File: src/hdl/vsmn_pkg.sv
// Shared types and constants for the vector sum / max / L2 norm reduction.
// Used by every module under hdl/. No dependencies.
`timescale 1ns / 1ps
`default_nettype none

package vsmn_pkg;

    // Field widths
    localparam int ELEM_W   = 16;
    localparam int SUM_W    = 28;
    localparam int SQ_W     = 43;
    localparam int SQP_W    = 31;   // one square, at most 2^30
    localparam int ROOT_W   = 22;   // floor sqrt of a 43-bit value
    localparam int NORM_W   = 24;
    localparam int INV_W    = 25;
    localparam int RAD_W    = 44;   // radicand, even width for two-bit digits
    localparam int SREM_W   = 25;   // square root partial remainder
    localparam int DREM_W   = 23;   // divider partial remainder
    localparam int OUT_W    = 96;   // result tdata, padded to bytes
    localparam int IN_W     = 16;   // element tdata

    // Iteration counts of the back end
    localparam int SQRT_STEPS = RAD_W / 2;
    localparam int DIV_STEPS  = INV_W;
    localparam int STEP_W     = 5;

    // Queue between front and back
    localparam int QUEUE_DEPTH = 2;
    localparam int QPTR_W      = (QUEUE_DEPTH > 1) ? $clog2(QUEUE_DEPTH) : 1;
    localparam int QCNT_W      = $clog2(QUEUE_DEPTH + 1);

    // Saturation limits and reset values
    localparam logic signed [SUM_W-1:0]  SUM_MAX  = {1'b0, {(SUM_W-1){1'b1}}};
    localparam logic signed [SUM_W-1:0]  SUM_MIN  = {1'b1, {(SUM_W-1){1'b0}}};
    localparam logic        [SQ_W-1:0]   SQ_MAX   = {SQ_W{1'b1}};
    localparam logic signed [ELEM_W-1:0] MAX_INIT = {1'b1, {(ELEM_W-1){1'b0}}};
    localparam logic        [INV_W-1:0]  INV_ONE  = {1'b1, {(INV_W-1){1'b0}}};

    // One finished vector, handed from front to back
    typedef struct packed {
        logic signed [SUM_W-1:0]  total;
        logic signed [ELEM_W-1:0] largest;
        logic        [SQ_W-1:0]   sq;
    } vec_rec_t;

    // Queue fill status seen by the front
    typedef struct packed {
        logic full;
        logic one_left;
    } q_status_t;

    typedef enum logic [1:0] {
        BK_IDLE,
        BK_SQRT,
        BK_DIV,
        BK_DONE
    } back_state_t;

endpackage

`default_nettype wire

File: src/hdl/vector_sum_max_norm_reduce_core.sv
// Top level of the vector sum / max / L2 norm reduction.
// Depends on vsmn_pkg, vsmn_front, vsmn_queue and vsmn_back.
//
// Usage:
//   Slave channel (s_*): one signed Q8.8 element per item in s_tdata, with
//   s_tlast high on the final element of a vector.
//   Master channel (m_*): one item per vector: sum, maximum, L2 norm and
//   inverse norm in m_tdata; m_tuser is high when the norm is zero and the
//   inverse is saturated to 2^24.
//   Throughput: elements are taken one per cycle while s_tready is high.
//   Each vector then passes through the back end as a load, 22 square
//   root steps, 25 divide steps and an output load; a zero norm skips
//   the divide, so short vectors are limited by the back end.
//   A two-entry queue holds finished vectors; s_tready drops only when that
//   queue could overflow. When the receiver stalls, the result holds in the
//   output register, the back end waits with the next result, and the front
//   keeps taking elements until the queue fills.
//   Reset clears all accumulators, the queue and the output valid.
`timescale 1ns / 1ps
`default_nettype none

module vector_sum_max_norm_reduce_core (
    input  wire logic                         clk,
    input  wire logic                         rst_n,
    input  wire logic                         s_tvalid,
    output logic                              s_tready,
    input  wire logic [vsmn_pkg::IN_W-1:0]    s_tdata,   // [15:0] element
    input  wire logic                         s_tlast,
    output logic                              m_tvalid,
    input  wire logic                         m_tready,
    // [27:0] total, [43:28] largest, [67:44] norm, [92:68] norm_inverse, rest zero
    output logic [vsmn_pkg::OUT_W-1:0]        m_tdata,
    output logic                              m_tuser    // [0] zero_norm
);

    logic                 push;
    logic                 pop;
    logic                 not_empty;
    vsmn_pkg::vec_rec_t   wr_rec;
    vsmn_pkg::vec_rec_t   rd_rec;
    vsmn_pkg::q_status_t  q_status;

    vsmn_front u_front (
        .clk      (clk),
        .rst_n    (rst_n),
        .in_valid (s_tvalid),
        .in_ready (s_tready),
        .element  (s_tdata[vsmn_pkg::ELEM_W-1:0]),
        .last     (s_tlast),
        .q_status (q_status),
        .push     (push),
        .rec      (wr_rec)
    );

    vsmn_queue u_queue (
        .clk       (clk),
        .rst_n     (rst_n),
        .push      (push),
        .wr_rec    (wr_rec),
        .pop       (pop),
        .not_empty (not_empty),
        .rd_rec    (rd_rec),
        .status    (q_status)
    );

    vsmn_back u_back (
        .clk      (clk),
        .rst_n    (rst_n),
        .q_valid  (not_empty),
        .q_rec    (rd_rec),
        .q_pop    (pop),
        .m_tvalid (m_tvalid),
        .m_tready (m_tready),
        .m_tdata  (m_tdata),
        .m_tuser  (m_tuser)
    );

endmodule

`default_nettype wire

File: src/hdl/vsmn_front.sv
// Front end: accepts elements, squares them and keeps the running sum,
// sum of squares and maximum. Depends on vsmn_pkg.
`timescale 1ns / 1ps
`default_nettype none

module vsmn_front (
    input  wire logic                              clk,
    input  wire logic                              rst_n,
    input  wire logic                              in_valid,
    output logic                                   in_ready,
    input  wire logic signed [vsmn_pkg::ELEM_W-1:0] element,
    input  wire logic                              last,
    input  wire vsmn_pkg::q_status_t               q_status,
    output logic                                   push,
    output vsmn_pkg::vec_rec_t                     rec
);

    logic                                   st_valid_reg, st_valid_next;
    logic                                   st_last_reg;
    logic signed [vsmn_pkg::ELEM_W-1:0]     st_elem_reg;
    logic        [vsmn_pkg::SQP_W-1:0]      st_sq_reg;
    logic signed [vsmn_pkg::SUM_W-1:0]      sum_acc_reg, sum_acc_next;
    logic        [vsmn_pkg::SQ_W-1:0]       sq_acc_reg, sq_acc_next;
    logic signed [vsmn_pkg::ELEM_W-1:0]     max_reg, max_next;

    logic signed [2*vsmn_pkg::ELEM_W-1:0]   prod;
    logic signed [vsmn_pkg::SUM_W:0]        sum_wide;
    logic        [vsmn_pkg::SQ_W:0]         sq_wide;
    logic signed [vsmn_pkg::SUM_W-1:0]      sum_new;
    logic        [vsmn_pkg::SQ_W-1:0]       sq_new;
    logic signed [vsmn_pkg::ELEM_W-1:0]     max_new;
    logic                                   in_fire;

    // Hold off when a pending last element could find the queue full
    assign in_ready = !q_status.full
                      && !(q_status.one_left && st_valid_reg && st_last_reg);
    assign in_fire  = in_valid && in_ready;
    assign st_valid_next = in_fire;

    // Square at the input, registered before accumulation
    assign prod = element * element;

    always_ff @(posedge clk or negedge rst_n)
    begin
        if (!rst_n)
        begin
            st_valid_reg <= 1'b0;
        end
        else
        begin
            st_valid_reg <= st_valid_next;
        end
    end

    always_ff @(posedge clk)
    begin
        if (in_fire)
        begin
            st_elem_reg <= element;
            st_last_reg <= last;
            st_sq_reg   <= prod[vsmn_pkg::SQP_W-1:0];
        end
    end

    // Saturating accumulation and running maximum
    always_comb
    begin
        sum_wide = {sum_acc_reg[vsmn_pkg::SUM_W-1], sum_acc_reg}
                   + {{(vsmn_pkg::SUM_W-vsmn_pkg::ELEM_W+1){st_elem_reg[vsmn_pkg::ELEM_W-1]}},
                      st_elem_reg};
        if (sum_wide[vsmn_pkg::SUM_W] != sum_wide[vsmn_pkg::SUM_W-1])
        begin
            sum_new = sum_wide[vsmn_pkg::SUM_W] ? vsmn_pkg::SUM_MIN : vsmn_pkg::SUM_MAX;
        end
        else
        begin
            sum_new = sum_wide[vsmn_pkg::SUM_W-1:0];
        end

        sq_wide = {1'b0, sq_acc_reg}
                  + {{(vsmn_pkg::SQ_W-vsmn_pkg::SQP_W+1){1'b0}}, st_sq_reg};
        sq_new  = sq_wide[vsmn_pkg::SQ_W] ? vsmn_pkg::SQ_MAX : sq_wide[vsmn_pkg::SQ_W-1:0];

        max_new = (st_elem_reg > max_reg) ? st_elem_reg : max_reg;
    end

    // Vector end: hand the record over and start from the reset values
    always_comb
    begin
        sum_acc_next = sum_acc_reg;
        sq_acc_next  = sq_acc_reg;
        max_next     = max_reg;
        if (st_valid_reg)
        begin
            if (st_last_reg)
            begin
                sum_acc_next = '0;
                sq_acc_next  = '0;
                max_next     = vsmn_pkg::MAX_INIT;
            end
            else
            begin
                sum_acc_next = sum_new;
                sq_acc_next  = sq_new;
                max_next     = max_new;
            end
        end
    end

    assign push        = st_valid_reg && st_last_reg;
    assign rec.total   = sum_new;
    assign rec.largest = max_new;
    assign rec.sq      = sq_new;

    always_ff @(posedge clk or negedge rst_n)
    begin
        if (!rst_n)
        begin
            sum_acc_reg <= '0;
            sq_acc_reg  <= '0;
            max_reg     <= vsmn_pkg::MAX_INIT;
        end
        else
        begin
            sum_acc_reg <= sum_acc_next;
            sq_acc_reg  <= sq_acc_next;
            max_reg     <= max_next;
        end
    end

endmodule

`default_nettype wire

File: src/hdl/vsmn_queue.sv
// Small register queue of finished vector records between front and back.
// Depends on vsmn_pkg.
`timescale 1ns / 1ps
`default_nettype none

module vsmn_queue (
    input  wire logic               clk,
    input  wire logic               rst_n,
    input  wire logic               push,
    input  wire vsmn_pkg::vec_rec_t wr_rec,
    input  wire logic               pop,
    output logic                    not_empty,
    output vsmn_pkg::vec_rec_t      rd_rec,
    output vsmn_pkg::q_status_t     status
);

    vsmn_pkg::vec_rec_t               entry_reg [vsmn_pkg::QUEUE_DEPTH];
    logic [vsmn_pkg::QPTR_W-1:0]      wr_ptr_reg, wr_ptr_next;
    logic [vsmn_pkg::QPTR_W-1:0]      rd_ptr_reg, rd_ptr_next;
    logic [vsmn_pkg::QCNT_W-1:0]      count_reg, count_next;
    logic                             do_push, do_pop;

    assign do_push = push && !status.full;
    assign do_pop  = pop && not_empty;

    // Pointer and count bookkeeping
    always_comb
    begin
        wr_ptr_next = wr_ptr_reg;
        rd_ptr_next = rd_ptr_reg;
        count_next  = count_reg;
        if (do_push)
        begin
            wr_ptr_next = (wr_ptr_reg == vsmn_pkg::QPTR_W'(vsmn_pkg::QUEUE_DEPTH - 1))
                          ? '0 : wr_ptr_reg + 1'b1;
        end
        if (do_pop)
        begin
            rd_ptr_next = (rd_ptr_reg == vsmn_pkg::QPTR_W'(vsmn_pkg::QUEUE_DEPTH - 1))
                          ? '0 : rd_ptr_reg + 1'b1;
        end
        if (do_push && !do_pop)
        begin
            count_next = count_reg + 1'b1;
        end
        else if (do_pop && !do_push)
        begin
            count_next = count_reg - 1'b1;
        end
    end

    always_ff @(posedge clk or negedge rst_n)
    begin
        if (!rst_n)
        begin
            wr_ptr_reg <= '0;
            rd_ptr_reg <= '0;
            count_reg  <= '0;
        end
        else
        begin
            wr_ptr_reg <= wr_ptr_next;
            rd_ptr_reg <= rd_ptr_next;
            count_reg  <= count_next;
        end
    end

    always_ff @(posedge clk)
    begin
        if (do_push)
        begin
            entry_reg[wr_ptr_reg] <= wr_rec;
        end
    end

    assign not_empty       = (count_reg != '0);
    assign rd_rec          = entry_reg[rd_ptr_reg];
    assign status.full     = (count_reg == vsmn_pkg::QCNT_W'(vsmn_pkg::QUEUE_DEPTH));
    assign status.one_left = (count_reg == vsmn_pkg::QCNT_W'(vsmn_pkg::QUEUE_DEPTH - 1));

endmodule

`default_nettype wire

File: src/hdl/vsmn_back.sv
// Back end: bit-serial square root, then restoring divide for 2^24 / norm,
// then the result output register. Depends on vsmn_pkg.
`timescale 1ns / 1ps
`default_nettype none

module vsmn_back (
    input  wire logic                          clk,
    input  wire logic                          rst_n,
    input  wire logic                          q_valid,
    input  wire vsmn_pkg::vec_rec_t            q_rec,
    output logic                               q_pop,
    output logic                               m_tvalid,
    input  wire logic                          m_tready,
    output logic [vsmn_pkg::OUT_W-1:0]         m_tdata,
    output logic                               m_tuser
);

    vsmn_pkg::back_state_t                  state_reg, state_next;
    logic [vsmn_pkg::STEP_W-1:0]            step_reg, step_next;
    logic [vsmn_pkg::RAD_W-1:0]             rad_reg, rad_next;
    logic [vsmn_pkg::SREM_W-1:0]            srem_reg, srem_next;
    logic [vsmn_pkg::ROOT_W-1:0]            root_reg, root_next;
    logic [vsmn_pkg::DREM_W-1:0]            drem_reg, drem_next;
    logic [vsmn_pkg::INV_W-1:0]             quo_reg, quo_next;
    logic signed [vsmn_pkg::SUM_W-1:0]      total_reg, total_next;
    logic signed [vsmn_pkg::ELEM_W-1:0]     largest_reg, largest_next;
    logic                                   zero_reg, zero_next;
    logic                                   out_valid_reg, out_valid_next;
    logic [vsmn_pkg::OUT_W-1:0]             out_data_reg, out_data_next;
    logic                                   out_user_reg, out_user_next;

    logic [vsmn_pkg::SREM_W-1:0]            srem_sh, s_trial;
    logic [vsmn_pkg::DREM_W-1:0]            drem_sh, divisor;
    logic                                   s_fit, d_fit;
    logic                                   last_step_sqrt, last_step_div;
    logic                                   out_free;

    // One root bit per cycle
    assign srem_sh = {srem_reg[vsmn_pkg::SREM_W-3:0], rad_reg[vsmn_pkg::RAD_W-1 -: 2]};
    assign s_trial = {1'b0, root_reg, 2'b01};
    assign s_fit   = (srem_sh >= s_trial);

    // One quotient bit per cycle; dividend shifts out of quo_reg
    assign drem_sh = {drem_reg[vsmn_pkg::DREM_W-2:0], quo_reg[vsmn_pkg::INV_W-1]};
    assign divisor = {1'b0, root_reg};
    assign d_fit   = (drem_sh >= divisor);

    assign last_step_sqrt = (step_reg == vsmn_pkg::STEP_W'(vsmn_pkg::SQRT_STEPS - 1));
    assign last_step_div  = (step_reg == vsmn_pkg::STEP_W'(vsmn_pkg::DIV_STEPS - 1));
    assign out_free       = !out_valid_reg || m_tready;

    // Next state
    always_comb
    begin
        state_next = state_reg;
        case (state_reg)
            vsmn_pkg::BK_IDLE:
            begin
                if (q_valid)
                begin
                    state_next = vsmn_pkg::BK_SQRT;
                end
            end
            vsmn_pkg::BK_SQRT:
            begin
                if (last_step_sqrt)
                begin
                    state_next = (root_next == '0) ? vsmn_pkg::BK_DONE : vsmn_pkg::BK_DIV;
                end
            end
            vsmn_pkg::BK_DIV:
            begin
                if (last_step_div)
                begin
                    state_next = vsmn_pkg::BK_DONE;
                end
            end
            vsmn_pkg::BK_DONE:
            begin
                if (out_free)
                begin
                    state_next = vsmn_pkg::BK_IDLE;
                end
            end
            default:
            begin
                state_next = vsmn_pkg::BK_IDLE;
            end
        endcase
    end

    // Datapath and outputs per state
    always_comb
    begin
        q_pop          = 1'b0;
        step_next      = step_reg;
        rad_next       = rad_reg;
        srem_next      = srem_reg;
        root_next      = root_reg;
        drem_next      = drem_reg;
        quo_next       = quo_reg;
        total_next     = total_reg;
        largest_next   = largest_reg;
        zero_next      = zero_reg;
        out_valid_next = out_valid_reg && !m_tready;
        out_data_next  = out_data_reg;
        out_user_next  = out_user_reg;
        case (state_reg)
            vsmn_pkg::BK_IDLE:
            begin
                if (q_valid)
                begin
                    q_pop        = 1'b1;
                    total_next   = q_rec.total;
                    largest_next = q_rec.largest;
                    rad_next     = {1'b0, q_rec.sq};
                    srem_next    = '0;
                    root_next    = '0;
                    step_next    = '0;
                end
            end
            vsmn_pkg::BK_SQRT:
            begin
                rad_next  = {rad_reg[vsmn_pkg::RAD_W-3:0], 2'b00};
                srem_next = s_fit ? srem_sh - s_trial : srem_sh;
                root_next = {root_reg[vsmn_pkg::ROOT_W-2:0], s_fit};
                step_next = step_reg + 1'b1;
                if (last_step_sqrt)
                begin
                    step_next = '0;
                    drem_next = '0;
                    quo_next  = vsmn_pkg::INV_ONE;
                    zero_next = (root_next == '0);
                end
            end
            vsmn_pkg::BK_DIV:
            begin
                drem_next = d_fit ? drem_sh - divisor : drem_sh;
                quo_next  = {quo_reg[vsmn_pkg::INV_W-2:0], d_fit};
                step_next = step_reg + 1'b1;
            end
            vsmn_pkg::BK_DONE:
            begin
                if (out_free)
                begin
                    out_valid_next = 1'b1;
                    out_data_next  = {{(vsmn_pkg::OUT_W - vsmn_pkg::SUM_W - vsmn_pkg::ELEM_W
                                        - vsmn_pkg::NORM_W - vsmn_pkg::INV_W){1'b0}},
                                      quo_reg,
                                      {(vsmn_pkg::NORM_W - vsmn_pkg::ROOT_W){1'b0}},
                                      root_reg,
                                      largest_reg,
                                      total_reg};
                    out_user_next  = zero_reg;
                end
            end
            default:
            begin
                q_pop = 1'b0;
            end
        endcase
    end

    always_ff @(posedge clk or negedge rst_n)
    begin
        if (!rst_n)
        begin
            state_reg     <= vsmn_pkg::BK_IDLE;
            step_reg      <= '0;
            out_valid_reg <= 1'b0;
        end
        else
        begin
            state_reg     <= state_next;
            step_reg      <= step_next;
            out_valid_reg <= out_valid_next;
        end
    end

    always_ff @(posedge clk)
    begin
        rad_reg      <= rad_next;
        srem_reg     <= srem_next;
        root_reg     <= root_next;
        drem_reg     <= drem_next;
        quo_reg      <= quo_next;
        total_reg    <= total_next;
        largest_reg  <= largest_next;
        zero_reg     <= zero_next;
        out_data_reg <= out_data_next;
        out_user_reg <= out_user_next;
    end

    assign m_tvalid = out_valid_reg;
    assign m_tdata  = out_data_reg;
    assign m_tuser  = out_user_reg;

endmodule

`default_nettype wire

File: config.mk
export PLATFORM = sky130hd
export DESIGN_NAME = vector_sum_max_norm_reduce_core
export DESIGN_NICKNAME = d
export VERILOG_FILES = /design/src/hdl/vsmn_pkg.sv /design/src/hdl/vector_sum_max_norm_reduce_core.sv /design/src/hdl/vsmn_front.sv /design/src/hdl/vsmn_queue.sv /design/src/hdl/vsmn_back.sv
export SDC_FILE = /design/constraint.sdc
export NUM_CORES = 1
export LEC_CHECK = 0
export CELL_PAD_IN_SITES_DETAIL_PLACEMENT = 1
export CELL_PAD_IN_SITES_GLOBAL_PLACEMENT = 2
export CORE_MARGIN = 1
export CORE_UTILIZATION = 48
export CTS_CLUSTER_SIZE = 40
export DETAILED_ROUTE_END_ITERATION = 10
export DONT_BUFFER_PORTS = 1
export GPL_TIMING_DRIVEN = 0
export HOLD_SLACK_MARGIN = 0.08
export PLACE_DENSITY_LB_ADDON = 0.1
export RECOVER_POWER = 100
export SKIP_LAST_GASP = 1
export SYNTH_ARGS = -nofsm -noshare
export SYNTH_HDL_FRONTEND = slang
export SYNTH_SLANG_ARGS = --single-unit
export TNS_END_PERCENT = 30
File: constraint.sdc
create_clock -name clk -period 16.25 [get_ports clk]
set_input_delay 1.625 -clock clk [delete_from_list [all_inputs] [get_ports clk]]
set_output_delay 1.625 -clock clk [all_outputs]
set_load 0.005 [all_outputs]
# After elaboration in Yosys (flattened, before gate mapping)
# Memory sizes are Yosys's and may differ from the RTL's.
# Cells that the tools add are included.
classes:
  n_addsub: 9
  n_lt_le_gt_ge: 3
  reduce_logical: 32
  mul: 1
  mux: 38
  n_eq_ne: 12
ops:
  columns: ["operator", "n"]
  rows:
  - ["$pmux W22 S2", 2]
  - ["$pmux W44 S2", 1]
  - ["$mux W43", 2]
  - ["$mux W28", 3]
  - ["$mux W22", 3]
  - ["$pmux W25 S2", 1]
  - ["$mux W23", 2]
  - ["$pmux W23 S2", 1]
  - ["$add A43 B31 Y44", 1]
  - ["$logic_not A22 Y1", 2]
  - ["$mux W44", 1]
  - ["$mux W16", 2]
  - ["$mul A16 B16 Y31", 1]
  - ["$add A28 B16 Y29", 1]
  - ["$ge A25 B24 Y1", 1]
  - ["$mux W25", 1]
  - ["$ge A23 B22 Y1", 1]
  - ["$sub A23 B23 Y23", 1]
  - ["$sub A22 B22 Y22", 1]
  - ["$gt A16 B16 Y1", 1]
  - ["$pmux W5 S3", 1]
  - ["$mux W2", 6]
  - ["$reduce_and A2 Y1", 6]
  - ["$eq A5 B5 Y1 const B", 2]
  - ["19 further kinds", 51]
word_totals:
  output_inout_bits: 99
  mem_count: 1
  register_bits: 421
  ram_bits: 174
  wordCells: 119
memory_table:
  columns: ["name", "depth", "width", "read_ports", "rd_clocked_by_memory_dff", "wr", "line_no", "rtl"]
  rows:
  - ["u_queue.entry_reg", 2, 87, 1, 0, 1, "vsmn_queue.sv:17", "vsmn_pkg::vec_rec_t entry_reg [vsmn_pkg::QUEUE_DEPTH];"]

# Logic depth before layout (Yosys ltp)
# Gate-level depths: netlist (run 1).
logic_depth:
  ltp_word: 7
  ltp_mapped: 25
  ltp_nobuf: 24

# Cells and area by module
# From an unflattened synthesis (run 1), not the netlist that was laid out.
hier_totals:
  cells_unflattened: 3201
  hier_area_um2: 37378.3
by_module_without_submodules:
  columns: ["module", "n_inst", "area_per_inst_um2", "cells_per_inst"]
  rows:
  - ["vsmn_front", 1, 18121.1, 1978]
  - ["vsmn_back", 1, 12670.9, 930]
  - ["vsmn_queue", 1, 6586.3, 293]

# Worst setup path before layout (run 1)
# No wires, ideal clock.
synth_path:
  path_kind: "input to register"
  start: "in s_tdata[4] (netlist name)"
  end: "reg u_front.st_sq_reg[29] (netlist name) (data pin)"
  t_arrival_ns: 7.442
  stages: 22
  required_time_ns: 15.989
  slack_ns: 8.547
  cell_sequence: "clkbuf_1 clkbuf_1 nand2_1 fa_1 inv_1 fa_1 fa_1 fa_1 fa_1 inv_1 fa_1 inv_1 ha_1 o21a_1 o21a_1 o21a_1 o21ai_0 a31oi_1 o31ai_1 a21oi_1 and4b_1 a311o_1"
synth_between:
  elab_chain_len: 1
synth_lines:
  columns: ["item", "line_no", "rtl"]
  rows:
  - ["start, declared", "vector_sum_max_norm_reduce_core.sv:27", "input wire logic [vsmn_pkg::IN_W-1:0] s_tdata,"]
  - ["$mul A16 B16 Y31", "vsmn_front.sv:41", "assign prod = element * element;"]
  - ["via u_front.prod, one bit", "vsmn_front.sv:26", "logic signed [2*vsmn_pkg::ELEM_W-1:0] prod;"]
  - ["end signal, assigned", "vsmn_front.sv:61", "st_sq_reg <= prod[vsmn_pkg::SQP_W-1:0];"]
  - ["end, declared", "vsmn_front.sv:21", "logic [vsmn_pkg::SQP_W-1:0] st_sq_reg;"]
# The timed path passes the listed nets, and every way through them passes these cells.
# A chain may end at the register's enable or synchronous reset.

# Worst setup path after layout (run 1)
layout_path:
  start: "in s_tdata[5] (netlist name)"
  end: "reg u_front.st_sq_reg[30] (netlist name) (data pin)"
# The elaborated chain is that of the path after synthesis.

==> impl_metrics.csv, run 1 <==
group,metric,value,unit
run_status,outcome,"finished with violations",
run_status,violations,"capacitance limit, slew limit",
synth,synth_top_area_cell,"edfxtp_1",
placed_design,hpwlAfterDp,73600,um
finish,fillers,7872,
setup_path,worst-path-buf-inv,5,
placed_design,port_buffers,0,
drt,drt_first_pass_iters,5,
setup_path,crit_arrival,8.70,ns
setup_path,worst_ep_required_time,16.61,ns
sta,post-route-period-util,51.3,%
synth,yosys.area.top_type_share,38.6,%
die,initial_core_util,48.9,%
synth,async_flop_share,16.9,%
die,die-height,278,um
drt,detail-route-antenna-nets,0,
setup_path,startpoint_type,"input port",
flow_run,cap_viol_max_count,8,
drt,drt-total-wl,93900,um
sta,slew_headroom,-147,%
sta,rsz0062_at_grt,"false",
placed_design,place.gp.congestion,0.895,
clocking,hold_buffers,0,
clocking,cts_root_buf,"clkbuf_16",
clocking,cts_setup_buffers,0,
clocking,cts_resized,0,
die,placeableCoreArea,74900,sq um
clocking,h-tree-depth,2,
finish,final_layout_size_suffix_gt1_share,5.29,%
synth,synth_edf_count,471,
die,ios,120,
global_route,antenna_found_initial,0,
hold_path,hold_depth,0,
drt,wl_per_cell,22.0,um
sta,finClkSkew,0.0548,ns
global_route,grt_pass1_wl,149000,um
sta,finalSetupTns,0,ns
setup_path,cp_cell_sequence,"clkbuf_1, clkbuf_1, nand2_1, fa_1, fa_1, inv_1, fa_1, fa_1, fa_1, inv_1, fa_1, inv_1, ha_1, o21ai_0, a21oi_1, nor2_1, a31oi_1, a31oi_1, o31ai_1, a21o_1, a21oi_1, xnor2_1",
sta,hold_viol_final,0,
setup_path,crit_family,"adder cells",
synth,syn_area_per_cell,11.5,sq um
synth,ys_ff_latch,593,
global_route,grt_max_degree,101,
setup_path,cp_num_cells,22,
synth,ys_types,88,
die,rows,100,
finish,finish.net_count,3730,
setup_path,cp_slowest_stage_delay,0.61,ns
global_route,grt_usage,24.6,%
clocking,clock_latency,0.66,ns
drt,drc_errors,0,
sta,finalSetupViolCount,0,
synth,seq_area_frac_synth,46.6,%
synth,syn_inst,3180,
finish,largest_register_ffs,174,
sta,worst_pin_slew,3.70,ns
setup_path,worst_path_max_delay_cell,"clkbuf_1",
die,die_area,77400,sq um
clocking,clk_path_buf_depth,3,
global_route,grt_pass1_vias,26700,
sta,slew_violations,359,
drt,drtIter0Drc,1167,
drt,num_vias,24100,
hold_path,hold_class,"reg2reg",
sta,fmax,120,MHz
setup_path,reg2regPathDepth,5,
clocking,clock-sinks,593,
clocking,cts_inserted_buffers,59,
synth,ys_warn_count,0,
synth,synth_area_leaders,"edfxtp_1 (39%), fa_1 (13%), ha_1 (7.4%), dfrtp_1 (6.8%), inv_1 (4.5%)",
clocking,cts_tree,"done",
setup_path,crit_top_cell,"fa_1",
die,die_x,278,um
setup_path,cp-end-kind,"flop",
finish,area_delta_synth_final,9.28,%
synth,syn_area,36600,sq um
sta,min_period,8.34,ns
finish,n_antenna_cell,0,
drt,vias_per_cell,5.64,
clocking,clk_pin_slew,0.06,ns
global_route,globalRouteOverflowTotal,0,
synth,ys.flop_type,"edfxtp_1",
setup_path,critical_path_class,"in2reg",
setup_path,crit_fanout,10,
==> per-layer routing <==
| metal | share of wire (%) | up-vias | GRT usage, % | wire (um) |
|---|---|---|---|---|
| met2 | 51 | 393 | 44.6 | 47700 |
| met1 | 43 | 12300 | 30.9 | 40600 |
| met4 | 3.1 | 0 | 7.51 | 2870 |
| met3 | 2.9 | 164 | 2.48 | 2770 |
| li1 | - | 11300 | - | - |
| met5 | 0 | - | 0 | 0 |
==> worst register-to-register path: stages, from the launching register on <==
cell and delay [ns]:
dfrtp_1 0.39, clkbuf_1 0.61, nand2_1 0.57, nor2_1 0.35, and2_0 1.65, clkbuf_1 2.39
==> Yosys cell counts, types with 21 or more instances <==
| master | n |
|---|---|
| edfxtp_1 | 471 |
| inv_1 | 443 |
| nand2_1 | 249 |
| fa_1 | 234 |
| ha_1 | 216 |
| a21oi_1 | 153 |
| o21ai_0 | 147 |
| nor2_1 | 122 |
| dfrtp_1 | 99 |
| clkbuf_1 | 96 |
| xnor2_1 | 79 |
| and2_1 | 78 |
| a21o_1 | 68 |
| mux2i_1 | 60 |
| xor2_1 | 48 |
| mux2_2 | 47 |
| a22o_1 | 33 |
| nand3_1 | 32 |
| o21a_1 | 28 |
| o22ai_1 | 27 |
| nor2b_1 | 26 |
| nor3_1 | 26 |
| nand4_1 | 24 |
| nand2b_1 | 23 |
| a31oi_1 | 22 |
| dfxtp_1 | 22 |
| and3_1 | 21 |
==> cell type report <==
class	instances	area, sq um	share of cell area (%)
Clock inverter	43	573	1.43
Sequential cell	593	17100	42.7
Buffer	116	458	1.14
Multi-Input combinational cell	2030	17400	43.4
Inverter	445	1670	4.17
Tap cell	969	1210	3.03
Timing Repair Buffer	14	52.6	0.131
Clock buffer	67	1590	3.97
==> path summary, 6_finish.rpt <==
kind,slack (ns),endpoint,startpoint
max,7.91,u_front.st_sq_reg[30]$_DFFE_PP_,s_tdata[5]
min in group asynchronous,0.65,u_front.sum_acc_reg[19]$_DFFE_PN0P_,rst_n
max reg2reg,9.75,u_queue.entry_reg[1][82]$_DFFE_PP_,u_front.st_valid_reg$_DFF_PN0_
max in group asynchronous,15.32,u_front.sq_acc_reg[36]$_DFFE_PN0P_,rst_n
min,0.42,u_back.m_tdata[21]$_DFFE_PP_,u_back.total_reg[21]$_DFFE_PP_
min reg2reg,0.42,u_back.m_tdata[21]$_DFFE_PP_,u_back.total_reg[21]$_DFFE_PP_
==> metrics by stage <==
stage / hold slack [ns] / utilization (%) / cell area [sq um] / setup slack, ns / cells
2_1_floorplan: 0.400 / - / 36700 / 8.55 / 3184
3_3_place_gp: 0.401 / 50.5 / 37900 / 4.68 / 4153
3_5_place_dp: 0.406 / 50.9 / 38100 / 7.28 / 4167
4_1_cts: 0.421 / 53.7 / 40300 / 7.92 / 4277
5_1_grt: 0.428 / 53.4 / 40000 / 7.66 / 4277
6_report: 0.420 / 53.4 / 40000 / 7.91 / 4277
==> kinds of logic (layout without fill, tap and decap cells) <==
| group | after synthesis | after routing | synth area share (%) |
|---|---|---|---|
| AND/OR/NAND/NOR | 669 | 669 | 8.86 |
| AO/OA/AOI/OAI | 652 | 652 | 11.8 |
| flip-flops | 593 | 593 | 46.6 |
| buffers and inverters | 561 | 685 | 5.84 |
| adder cells (fa/ha/maj) | 469 | 469 | 20.7 |
| XOR/XNOR | 128 | 128 | 3.08 |
| multiplexers | 107 | 107 | 3.08 |
| other | 1 | 5 | 0.0102 |
==> layout by cell type (no fill, tap or decap), types with 18 or more instances in the layout <==
cell,count
ha_1,216
o22ai_1,27
clkbuf_1,123
xor2_1,48
nor2b_1,26
dfrtp_1,99
nor2_1,122
nand2_1,250
edfxtp_1,471
o21a_1,28
and2_0,22
nand4_1,24
fa_1,234
and3_1,21
a31oi_1,22
o21ai_0,148
nand2b_1,23
nand3_1,32
mux2i_1,60
clkbuf_16,62
inv_1,443
mux2_2,38
a22o_1,33
and2_1,56
maj3_1,19
nor3_1,26
a21oi_1,154
a211oi_1,18
xnor2_1,79
dfxtp_1,22
a21o_1,68
Power of run 1 is not shown: default switching activity piles up to over one toggle a cycle in this logic, so the estimate is an artifact.
==> run 2: changes to the inputs <==
- CORE_UTILIZATION: 48 -> 45
- clock period: 16.25 -> 7.7 ns (I/O delays scaled with it)
==> impl_metrics.csv, run 2 (synthesis gave the netlist of run 1 again) <==
group,metric,value,unit
finish,final_common_cell,"edfxtp_1",
clocking,clk_path_buf_depth,3,
global_route,antenna_found_initial,2,
hold_path,hold_class,"in2reg",
sta,finalSetupTns,0,ns
clocking,cts_tree,"done",
finish,final_layout_size_suffix_gt1_share,5.02,%
drt,wl_per_cell,21.7,um
placed_design,hpwlAfterDp,74100,um
drt,drc_errors,0,
sta,finClkSkew,0.0347,ns
setup_path,crit_arrival,7.61,ns
finish,finish.net_count,3732,
drt,detail-route-antenna-nets,0,
sta,slew_headroom,-309,%
clocking,clock_latency,0.64,ns
global_route,grt.busiest_layer,"met2",
global_route,grt_pass1_vias,26600,
flow_run,cap_viol_max_count,8,
run_status,violations,"capacitance limit, slew limit",
finish,multiInputGateArea,17400,sq um
sta,rsz0062_at_grt,"false",
die,die_x,287,um
clocking,clk_pin_slew,0.07,ns
clocking,h-tree-depth,2,
setup_path,timing.rr.start,"u_front.st_valid_reg$_DFF_PN0_",
finish,regArea,17100,sq um
sta,min_period,7.24,ns
global_route,globalRouteOverflowTotal,0,
run_status,outcome,"finished with violations",
die,ios,120,
die,placeableCoreArea,80500,sq um
sta,slew_violations,453,
global_route,grt_usage,23.4,%
sta,post-route-period-util,94.0,%
finish,final_util,49.7,%
sta,fmax,138,MHz
die,initial_core_util,45.5,%
clocking,cts_inserted_buffers,59,
die,die_area,82600,sq um
die,rows,104,
finish,n_antenna_cell,0,
setup_path,crit_fanout,10,
drt,vias_per_cell,5.53,
global_route,grt_pass1_wl,151000,um
setup_path,crit_top_cell,"fa_1",
drt,drt-total-wl,94900,um
global_route,grt_max_degree,101,
finish,final_cell_mix,"edfxtp_1 (471), inv_1 (443), nand2_1 (250)",
finish,area_delta_synth_final,9.19,%
setup_path,startpoint,"s_tdata[4]",
finish,fillers,8517,
sta,finalSetupViolCount,0,
finish,largest_register_ffs,174,
clocking,clock-sinks,593,
setup_path,critical_path_class,"in2reg",
setup_path,cp_slowest_stage_delay,0.63,ns
global_route,grt_use_met2,41.8,%
sta,hold_viol_final,0,
die,die-height,287,um
global_route,use_met1,30.2,%
global_route,grtUsageMet3,2.14,%
setup_path,cp-end-kind,"flop",
drt,num_vias,24100,
drt,drt_first_pass_iters,5,
placed_design,port_buffers,0,
setup_path,worst_ep_required_time,8.07,ns
hold_path,hold_start,"s_tdata[4]",
setup_path,cp_cell_sequence,"clkbuf_1, clkbuf_1, nand2_1, fa_1, inv_1, fa_1, fa_1, fa_1, fa_1, inv_1, fa_1, inv_1, ha_1, o21a_1, o21a_1, o21a_1, o21ai_0, a31oi_1, o31ai_1, a21oi_1, and4b_1, a311o_1",
drt,drtIter0Drc,1223,
setup_path,worst_path_max_delay_cell,"fa_1",
sta,worst_pin_slew,6.13,ns
placed_design,place.gp.congestion,0.863,
clocking,cts_root_buf,"clkbuf_16",
setup_path,startpoint_type,"input port",
[run 2: cell types whose count changed in the layout (fill, tap and decap cells not counted), sizes merged]
cell / before / now
bufinv: 8 / 5
clkinv: 20 / 24
inv: 454 / 445
clkinvlp: 6 / 3
dlygate4sd3: 0 / 1
clkbuf: 187 / 199
[run 2: layout make-up]
class	count	area share [%]
well taps	1060	3.32
plain buffers	116	1.15
flip-flops and latches	593	42.7
repair buffers	16	0.166
clock buffers	78	4.10
multi-input cells	2030	43.5
clock inverters	32	0.882
inverters	445	4.18
[run 2: worst max-delay path, delay by kind of cell]
kind / cells / cell delay (ns)
compound gates: 8 / 1.71
simple gates: 2 / 0.40
buf+inv: 5 / 1.11
fa+ha+maj: 7 / 3.59
[run 2: worst paths after layout]
check                                                           end  slack, ns  cells past startpoint
worst max register to register   u_queue.entry_reg[1][79]$_DFFE_PP_       1.09                      5
min in group asynchronous       u_front.sum_acc_reg[19]$_DFFE_PN0P_       2.99                      2
max in group asynchronous          u_queue.count_reg[1]$_DFFE_PN0P_       1.23                      2
worst min register to register         u_back.m_tdata[14]$_DFFE_PP_       0.42                      0
worst min-delay path               u_front.st_elem_reg[4]$_DFFE_PP_       0.22                      0
worst max-delay path                u_front.st_sq_reg[29]$_DFFE_PP_       0.46                     22
[run 2: routing by layer]
layer / part of all wire [%] / wire (um)
met3: 2.7 / 2600
met4: 2.6 / 2480
met2: 51 / 48000
met1: 44 / 41800
met5: 0.014 / 13
[run 2: per-stage QoR]
stage	setup slack (ns)	hold WS (ns)	std cells	instance area [sq um]
floorplan	0.378	0.400	3184	36700
global placement	-3.80	0.405	4244	38000
detailed placement	-0.393	0.406	4258	38200
CTS	0.257	0.183	4370	40300
global route	0.0507	0.195	4370	40000
finish	0.461	0.219	4370	40000
[run 2: what timing repair did]
item                                   in CTS  in global routing
hold buffers                                2                  0
gates resized for setup                     0                  4
setup endpoints to repair                   0                  1
buffers inserted                            0                  0
endpoints found under the hold margin     100                  0
Power of run 2 is left out for the same reason.
==> run 3: changes to the inputs <==
- CORE_ASPECT_RATIO: default -> 0.5
==> impl_metrics.csv, run 3 (synthesis gave the netlist of run 1 again) <==
group,metric,value,unit
clocking,cts_root_buf,"clkbuf_16",
sta,worst_pin_slew,6.25,ns
finish,final_cell_mix,"edfxtp_1 (471), inv_1 (443), nand2_1 (250)",
run_status,violations,"capacitance limit, slew limit",
sta,slew_headroom,-316,%
finish,final_common_cell,"edfxtp_1",
global_route,antenna_found_initial,3,
global_route,grt_pass1_wl,150000,um
die,die_x,406,um
clocking,cts_setup_buffers,0,
finish,area_delta_synth_final,9.08,%
setup_path,r2r_end,"u_queue.entry_reg[1][54]$_DFFE_PP_",
sta,setup_ws,0.273,ns
setup_path,timing.rr.start,"u_front.st_valid_reg$_DFF_PN0_",
setup_path,crit_fanout,10,
placed_design,port_buffers,0,
run_status,outcome,"finished with violations",
sta,rsz0062_at_grt,"false",
die,initial_core_util,45.8,%
placed_design,hpwlAfterDp,72800,um
drt,drt-total-wl,95500,um
finish,final_layout_size_suffix_gt1_share,5.35,%
setup_path,cp-end-kind,"flop",
die,placeableCoreArea,80000,sq um
die,rows,73,
clocking,clock_latency,0.63,ns
setup_path,r2r_slack,0.97,ns
clocking,clk_pin_slew,0.06,ns
sta,min_period,7.43,ns
drt,detail-route-antenna-nets,0,
global_route,grt_usage,23.6,%
sta,post-route-period-util,96.4,%
drt,vias_per_cell,5.46,
clocking,h-tree-depth,2,
die,die_area,82600,sq um
drt,drtIter0Drc,1170,
setup_path,reg2regPathDepth,5,
clocking,cts_inserted_buffers,57,
setup_path,startpoint_type,"input port",
finish,largest_register_ffs,174,
setup_path,critical_path_class,"in2reg",
drt,wl_per_cell,21.7,um
drt,num_vias,24000,
sta,finClkSkew,0.0262,ns
flow_run,cap_viol_max_count,9,
sta,slew_violations,459,
sta,fmax,135,MHz
placed_design,pre_cts_ws,-0.777,ns
placed_design,place.gp.congestion,0.853,
setup_path,critical_path.endpoint,"u_front.st_sq_reg[29]$_DFFE_PP_",
sta,hold_viol_final,0,
finish,fillers,8447,
clocking,cts_tree,"done",
setup_path,startpoint,"s_tdata[5]",
drt,drc_errors,0,
global_route,grt_pass1_vias,25500,
global_route,globalRouteOverflowTotal,0,
die,ios,120,
finish,n_antenna_cell,0,
finish,finish.net_count,3729,
drt,drt_first_pass_iters,5,
clocking,clk_path_buf_depth,3,
setup_path,worst_ep_required_time,8.07,ns
hold_path,hold_class,"in2reg",
global_route,grt_max_degree,101,
setup_path,crit_arrival,7.80,ns
sta,finalSetupViolCount,0,
clocking,clock-sinks,593,
die,die-height,204,um
-- run 3: changes by cell type in the layout (fill, tap and decap cells not counted), sizes merged --
cell           previous run  this run
clkinvlp                  3         8
clkinv                   24        13
clkbuf                  199       198
dlygate4sd3               1         0
inv                     445       449
clkdlybuf4s15             0         1
buf                      10        11
bufinv                    5         3
-- run 3: what timing repair did --
item                                    4_1_cts  5_1_grt
resized for setup                             1        7
hold endpoints to repair                    100        0
hold buffers                                  1        0
endpoints found under the setup margin        1        2
-- run 3: worst min path at each step --
stage                                          startpoint                                 end  slack [ns]  depth (start not counted)
after global routing                          s_tdata[15]   u_front.st_elem_reg[15]$_DFFE_PP_        0.21                          0
after global placement    u_back.largest_reg[5]$_DFFE_PP_        u_back.m_tdata[33]$_DFFE_PP_        0.40                          0
after CTS                                           rst_n  u_front.sq_acc_reg[18]$_DFFE_PN0P_        0.09                          1
final                                         s_tdata[15]   u_front.st_elem_reg[15]$_DFFE_PP_        0.24                          0
after floorplan             u_back.total_reg[0]$_DFFE_PP_         u_back.m_tdata[0]$_DFFE_PP_        0.40                          0
after detailed placement  u_back.largest_reg[5]$_DFFE_PP_        u_back.m_tdata[33]$_DFFE_PP_        0.41                          0
-- run 3: routing by layer --
| metal | vias to the layer above | GRT usage (%) | wire length [um] |
|---|---|---|---|
| met2 | 339 | 39.5 | 45300 |
| met4 | 0 | 4.85 | 1590 |
| li1 | 11300 | - | - |
| met1 | 12300 | 33.5 | 45600 |
| met5 | - | 0 | 0 |
| met3 | 99 | 2.22 | 2970 |
-- run 3: cell type report --
type | count | area [sq um] | area share (%)
clock inverter | 28 | 258 | 0.645
inverter | 445 | 1670 | 4.18
clock buffer | 79 | 1640 | 4.11
multi-input combinational | 2030 | 17400 | 43.6
sequential | 593 | 17100 | 42.8
timing repair buffer | 15 | 56.3 | 0.141
tap | 1087 | 1360 | 3.40
buffer | 116 | 472 | 1.18
-- run 3: through the flow --
stage	utilization (%)	hold WS (ns)	area [sq um]	TNS, ns	cells
after floorplan	-	0.400	36700	0	3184
after global placement	47.5	0.403	38000	-403.07	4271
after detailed placement	47.8	0.407	38300	-2.97	4285
after CTS	50.2	0.0886	40200	0	4393
after global routing	49.9	0.206	40000	0	4393
final	49.9	0.236	40000	0	4393
-- run 3: critical path: stages --
cell and delay (ns):
clkdlybuf4s15_1 0.62, clkbuf_2 0.46, nand2_1 0.13, fa_1 0.58, inv_1 0.07, fa_1 0.47, fa_1 0.55, fa_1 0.54
fa_1 0.56, inv_1 0.06, fa_1 0.58, inv_1 0.07, ha_1 0.37, o21a_1 0.21, o21a_1 0.17, o21a_1 0.17
o21ai_0 0.14, a31oi_1 0.10, o31ai_1 0.37, a21oi_1 0.23, and4b_1 0.23, a311o_1 0.33
Power of run 3 is left out for the same reason.
